`config.mk`:
```
export PLATFORM = sky130hd
export DESIGN_NAME = teq_ctrl
export DESIGN_NICKNAME = d
export VERILOG_FILES = /design/src/rtl/core/timed_event_queue_core_defines.svh /design/src/rtl/core/teq_pkg.sv /design/src/rtl/core/teq_ctrl.sv
export SDC_FILE = /design/constraint.sdc
export NUM_CORES = 1
export LEC_CHECK = 0
export BUFFER_PORTS_ARGS = -buffer_cell sky130_fd_sc_hd__buf_2
export CELL_PAD_IN_SITES_DETAIL_PLACEMENT = 1
export CELL_PAD_IN_SITES_GLOBAL_PLACEMENT = 2
export CORE_ASPECT_RATIO = 1.1
export CORE_UTILIZATION = 23
export CTS_BUF_LIST = sky130_fd_sc_hd__clkbuf_8
export CTS_CLUSTER_DIAMETER = 200
export DETAILED_ROUTE_END_ITERATION = 16
export MAX_ROUTING_LAYER = met4
export PLACE_DENSITY = 0.77
export SLEW_MARGIN = 20
export SYNTH_ARGS = -nofsm -noshare
export SYNTH_HDL_FRONTEND = slang
export SYNTH_SLANG_ARGS = --single-unit
```
`constraint.sdc`:
```
create_clock -name aclk -period 1.08 [get_ports aclk]
set_input_delay 0.216 -clock aclk [delete_from_list [all_inputs] [get_ports aclk]]
set_output_delay 0.216 -clock aclk [all_outputs]
set_load 0.02 [all_outputs]
```
`src/rtl/core/timed_event_queue_core_defines.svh`:
```
// Assertion macros for the timed event queue core.
// The asserting module must provide aclk and aresetn.
`ifndef TIMED_EVENT_QUEUE_CORE_DEFINES_SVH
`define TIMED_EVENT_QUEUE_CORE_DEFINES_SVH

// Same-cycle implication, checked out of reset.
`define TEQ_ASSERT_SAME(label, ante, cons, msg) \
    label: assert property (@(posedge aclk) disable iff (!aresetn) (ante) |-> (cons)) \
        else $error(msg);

// Next-cycle implication, checked out of reset.
`define TEQ_ASSERT_NEXT(label, ante, cons, msg) \
    label: assert property (@(posedge aclk) disable iff (!aresetn) (ante) |=> (cons)) \
        else $error(msg);

`endif

```
`src/rtl/core/teq_pkg.sv`:
```
`timescale 1ns / 1ps
`default_nettype none

package teq_pkg;

    localparam int QUEUE_DEPTH = 16;
    localparam int ID_COUNT    = 64;
    localparam int MAX_RESULTS = 16;

    localparam int KIND_W = 3;
    localparam int CYC_W  = 31;
    localparam int TIME_W = 64;
    localparam int ID_W   = 6;
    localparam int QCNT_W = 5;
    localparam int RUN_CNT_W = $clog2(MAX_RESULTS);

    typedef enum logic [KIND_W-1:0] {
        KIND_TICK   = 3'd0,
        KIND_ADD    = 3'd1,
        KIND_CANCEL = 3'd2,
        KIND_RUN    = 3'd3,
        KIND_SET    = 3'd4,
        KIND_CLEAR  = 3'd5,
        KIND_RESET  = 3'd6
    } teq_kind_t;

    typedef struct packed {
        logic [KIND_W-1:0] kind;
        logic [CYC_W-1:0]  cycles;
        logic [TIME_W-1:0] delay;
        logic [ID_W-1:0]   event_id;
        logic [TIME_W-1:0] new_time;
    } teq_in_t;

    typedef struct packed {
        logic              fired_valid;
        logic [ID_W-1:0]   fired_id;
        logic              last;
        logic [TIME_W-1:0] now_time;
        logic [TIME_W-1:0] next_time;
        logic [QCNT_W-1:0] queue_count;
        logic              overflow;
        logic              cancel_hit;
    } teq_out_t;

    typedef enum logic [1:0] {
        ST_IDLE,
        ST_EXEC,
        ST_CANCEL,
        ST_RUN
    } teq_state_t;

    // controller -> datapath
    typedef struct packed {
        logic load;
        logic apply;
        logic remove_one;
        logic pop;
        logic emit;
        logic fired;
        logic last;
    } teq_cmd_t;

    // datapath -> controller
    typedef struct packed {
        logic out_free;
        logic head_due;
        logic second_due;
        logic match_any;
    } teq_status_t;

endpackage

`default_nettype wire

```
`src/rtl/core/teq_ctrl.sv`:
```
`timescale 1ns / 1ps
`default_nettype none

module teq_ctrl (
    input  wire logic                        aclk,
    input  wire logic                        aresetn,
    input  wire logic                        s_valid,
    input  wire logic [teq_pkg::KIND_W-1:0]  s_kind,
    input  wire teq_pkg::teq_status_t        status,
    output logic                             s_ready,
    output teq_pkg::teq_cmd_t                cmd
);

    teq_pkg::teq_state_t               state_reg, state_next;
    logic [teq_pkg::RUN_CNT_W-1:0]     run_cnt_reg, run_cnt_next;
    logic                              run_end;

    // burst cap reached or nothing else due after this pop
    assign run_end = (run_cnt_reg == teq_pkg::RUN_CNT_W'(teq_pkg::MAX_RESULTS - 1)) ||
                     !status.second_due;

    always_comb begin
        state_next   = state_reg;
        run_cnt_next = run_cnt_reg;
        case (state_reg)
            teq_pkg::ST_IDLE: begin
                run_cnt_next = '0;
                if (s_valid) begin
                    case (s_kind)
                        teq_pkg::KIND_CANCEL: state_next = teq_pkg::ST_CANCEL;
                        teq_pkg::KIND_RUN:    state_next = teq_pkg::ST_RUN;
                        default:              state_next = teq_pkg::ST_EXEC;
                    endcase
                end
            end
            teq_pkg::ST_EXEC: begin
                if (status.out_free) begin
                    state_next = teq_pkg::ST_IDLE;
                end
            end
            teq_pkg::ST_CANCEL: begin
                if (!status.match_any && status.out_free) begin
                    state_next = teq_pkg::ST_IDLE;
                end
            end
            teq_pkg::ST_RUN: begin
                if (status.out_free) begin
                    if (status.head_due && !run_end) begin
                        run_cnt_next = run_cnt_reg + teq_pkg::RUN_CNT_W'(1);
                    end else begin
                        run_cnt_next = '0;
                        state_next   = teq_pkg::ST_IDLE;
                    end
                end
            end
            default: begin
                state_next = teq_pkg::ST_IDLE;
            end
        endcase
    end

    always_comb begin
        s_ready = 1'b0;
        cmd     = '0;
        case (state_reg)
            teq_pkg::ST_IDLE: begin
                s_ready  = 1'b1;
                cmd.load = s_valid;
            end
            teq_pkg::ST_EXEC: begin
                if (status.out_free) begin
                    cmd.apply = 1'b1;
                    cmd.emit  = 1'b1;
                    cmd.last  = 1'b1;
                end
            end
            teq_pkg::ST_CANCEL: begin
                if (status.match_any) begin
                    cmd.remove_one = 1'b1;
                end else if (status.out_free) begin
                    cmd.emit = 1'b1;
                    cmd.last = 1'b1;
                end
            end
            teq_pkg::ST_RUN: begin
                if (status.out_free) begin
                    cmd.emit = 1'b1;
                    if (status.head_due) begin
                        cmd.pop   = 1'b1;
                        cmd.fired = 1'b1;
                        cmd.last  = run_end;
                    end else begin
                        cmd.last = 1'b1;
                    end
                end
            end
            default: begin
            end
        endcase
    end

    always_ff @(posedge aclk) begin
        if (!aresetn) begin
            state_reg   <= teq_pkg::ST_IDLE;
            run_cnt_reg <= '0;
        end else begin
            state_reg   <= state_next;
            run_cnt_reg <= run_cnt_next;
        end
    end

endmodule

`default_nettype wire

```
# After elaboration in Yosys (flattened, before gate mapping)
# Cells that the tools add are included.
# Widths: inputs -> output; s select.
# word_totals
register_bits	6
inputBits	10
output_inout_bits	8
word_cells	48
# op_classes
addsub	1
n_eq_ne	11
muxes	24
n_reduce_logical	10
# ops
op	n
$mux 4	3
$mux 1	11
$mux 2	5
$ne 2x2->1 const B	5
$pmux 2 s4	1
$pmux 4 s2	1
$eq 3x2->1 const B	2
$pmux 1 s3	2
$reduce_and 5->1	1
$add 4x1->4 const B	1
$eq 2x2->1 const B	2
$eq 4x4->1 const B	1
$pmux 2 s2	1
$logic_not 1->1	3
$eq 2x1->1 const B	1
$logic_and 1x1->1	2
$logic_not 2->1	1
$reduce_and 2->1	1
$reduce_bool 2->1	1
$logic_or 1x1->1	1

# Longest topological paths before layout
# depth
ltp_word	7
depth_mapped	5

# Least setup slack after synthesis
# OpenSTA, ideal clock, no wires.
# synth_path
path_type	register -> output
from	register run_cnt_reg[0] (netlist bit)
to	output cmd[0] (netlist bit)
t_arrival_ps	1126
required_time_ps	864
path_slack_ps	-262
path_stages_with_launch	6
path_cell_list	dfxtp_1 ha_1 nand3_1 nand4_1 mux2i_1 nor2_1
# synth_lines
element	line_no	source
start, declared	teq_ctrl.sv:15	logic [teq_pkg::RUN_CNT_W-1:0] run_cnt_reg, run_cnt_next;
start signal, assigned	teq_ctrl.sv:108	run_cnt_reg <= run_cnt_next;
end, declared	teq_ctrl.sv:11	output teq_pkg::teq_cmd_t cmd

==> results.cfg <==
[layout]
layout.cells.non_filler = 112
fin_util_pct = 54.4
nets = 107
largest_reg_flops = 4
final_area_um2 = 980
diodes = 0
drive_gt1_share_pct = 73.4
syn_to_final_growth_pct = 122

[worst_setup_path]
cpLargestDelayFamily = flip-flops
critPathArrivalTime_ns = 1.40
crit_slowest_cell = dfxtp_2
reg2regPathDepth = 7
cp.required_ns = 0.86
max_stage_delay_ns = 0.33
path_cells = ha_4, nand3_2, nand4_1, mux2i_2, nor2_2, buf_6
crit_path_end_kind = primary output
crit_type = register to primary output
crit_cells = 6
critPathMaxFanout = 2
startpoint_type = register
cp_num_buf_inv = 1

[detailed_routing]
ant_nets = 0
vias = 579
wl_per_cell_um = 18.7
post_drt_via_cell_ratio = 5.17
postRouteWirelength_mm = 2.10
drc = 1
drt-pass1-iter-count = 9
drt-initial-drc-count = 4

[timing]
rsz0062_at_grt = true
period_share_pct = 150
worst_pin_slew_ns = 0.256
fmax_mhz = 617
slew_headroom_pct = 82.6
period_needed_ns = 1.62
finClkSkew_ns = 0.000581
setup_viol_count_final = 14
hold_violations = 0
setup_ws_ns = -0.540
hold_ws_ns = 0.303
slew_violations = 0

[cts]
cts_tree = done
htree_levels = 1
cts.clk_slew.worst_paths_ns = 0.04
cts-buffers-inserted = 3
clk_latency_ns = 0.23
hold_buffers = 0
clockRootBuffer = clkbuf_8
cts_buffer_depth = 2
cts_sinks = 6

[yosys]
synth_top_area_cell = dfxtp_1
async_flop_share_pct = 0
syn-instance-count = 55
synth_common_cells = dfxtp_1 (6), nand2_1 (5), nor2_1 (5), o21ai_0 (4)
seq_area_frac_synth_pct = 27.2
ys.warnings.count = 0
synth_edf_count = 0
ys_seq_elements = 6
synth_area_um2 = 442
yosysMostFrequentCell = dfxtp_1
ys_types = 32
synth_area_leaders = dfxtp_1 (27%), o21ai_0 (4.5%), nand2_1 (4.2%)
yosys.area.top_type_share_pct = 27.2
syn_avg_cell_area_um2 = 8.03
ys.flop_type = dfxtp_1
synth_fp_nets = 66

[power]
p_leak_nw = 0.426
vdd_drop_max_v = 0.000512
p_per_area_nw_per_um2 = 1030

[die]
core-area_um2 = 1800
start_util_pct = 24.5
rows = 16
pin_count = 18
die_width_um = 43.8
die_h_um = 48.0
die_area_um2 = 2100

[global_routing]
grt_pass1_vias = 546
antenna_found_initial = 0
grt_max_degree = 8
grt_overflow = 0
grt_use_total_pct = 20.0
grt_pass1_wl_mm = 2.68

[run_status]
failed_checks = DRC, setup timing
status = complete, but fails checks

[place]
dpl_cell_area_um2 = 649
dpl.cell_count = 97
place_ws_ns = -0.153
dp_hpwl_mm = 1.03
place_congestion = 0.675
numPortBuffers = 17

[min_path]
min_path_cells = 3
hold_path.class = input pin to register

[flow_run]
maxCapViolations = 0
-- per-stage QoR --
stage,TNS (ns),power [W]
2_1_floorplan,-0.256,0.000377
5_1_grt,-4.14,0.00106
6_report,-3.60,0.00101
3_3_place_gp,-0.334,0.000454
3_5_place_dp,-0.456,0.000455
4_1_cts,-2.09,0.000886
-- cell type report --
| class | instances | area (um^2) |
|---|---|---|
| Tap cell | 18 | 22.5 |
| Fill cell | 206 | 822 |
| Inverter | 3 | 11.3 |
| Multi-Input combinational cell | 43 | 403 |
| Timing Repair Buffer | 39 | 372 |
| Sequential cell | 6 | 130 |
| Clock buffer | 3 | 41.3 |
-- what timing repair did --
item,in CTS,in global routing
pin swaps,15,16
endpoints found under the hold margin,0,0
gates resized for setup,27,23
setup buffers,8,5
endpoints found under the setup margin,14,14
-- cells by family after synthesis --
logic type               share of synthesized area, %
buffers and inverters                            7.93
flip-flops                                       27.2
multiplexers                                     2.27
AO/OA/AOI/OAI                                    22.9
adder cells (fa/ha/maj)                          2.83
AND/OR/NAND/NOR                                  36.8
-- cell usage in the layout (no fill, tap or decap), drive strengths merged, types with 2 or more instances in the layout --
| master | Yosys | routed |
|---|---|---|
| a21oi | 3 | 3 |
| a21boi | 2 | 2 |
| nor2b | 2 | 2 |
| o21ai | 6 | 6 |
| clkbuf | 0 | 3 |
| nand3 | 2 | 2 |
| inv | 3 | 3 |
| dfxtp | 6 | 6 |
| buf | 3 | 39 |
| nor2 | 5 | 5 |
| nand2 | 5 | 5 |
-- worst register-to-register path, stage by stage (launching register included) --
cell and delay [ns]:
dfxtp_4 0.35, buf_12 0.12, buf_12 0.13, nor3_4 0.20, buf_4 0.14, buf_6 0.09
a2bb2oi_2 0.13, a21oi_1 0.07
-- worst paths after layout --
check                                     from             end  slack [ns]
worst max-delay path            run_cnt_reg[0]          cmd[0]       -0.54
worst min-delay path                   aresetn  run_cnt_reg[3]        0.30
worst max register to register    state_reg[1]    state_reg[1]       -0.27
worst min register to register  run_cnt_reg[0]  run_cnt_reg[0]        0.63
-- per-layer routing --
metal	up-vias	global-route usage (%)	routed length (um)
li1	274	-	-
met1	285	21.5	798
met2	15	31.9	1180
met3	5	3.40	69
met4	0	18.8	51
met5	-	-	0
-- where the power goes --
group / internal (W) / switching, W / total [W]
Sequential: 0.000232 / 0.0000125 / 0.000245
Combinational: 0.000226 / 0.000186 / 0.000412
Clock: 0.000241 / 0.000111 / 0.000352
Total: 0.000699 / 0.000310 / 0.00101
(Power assumes the default switching activity.)
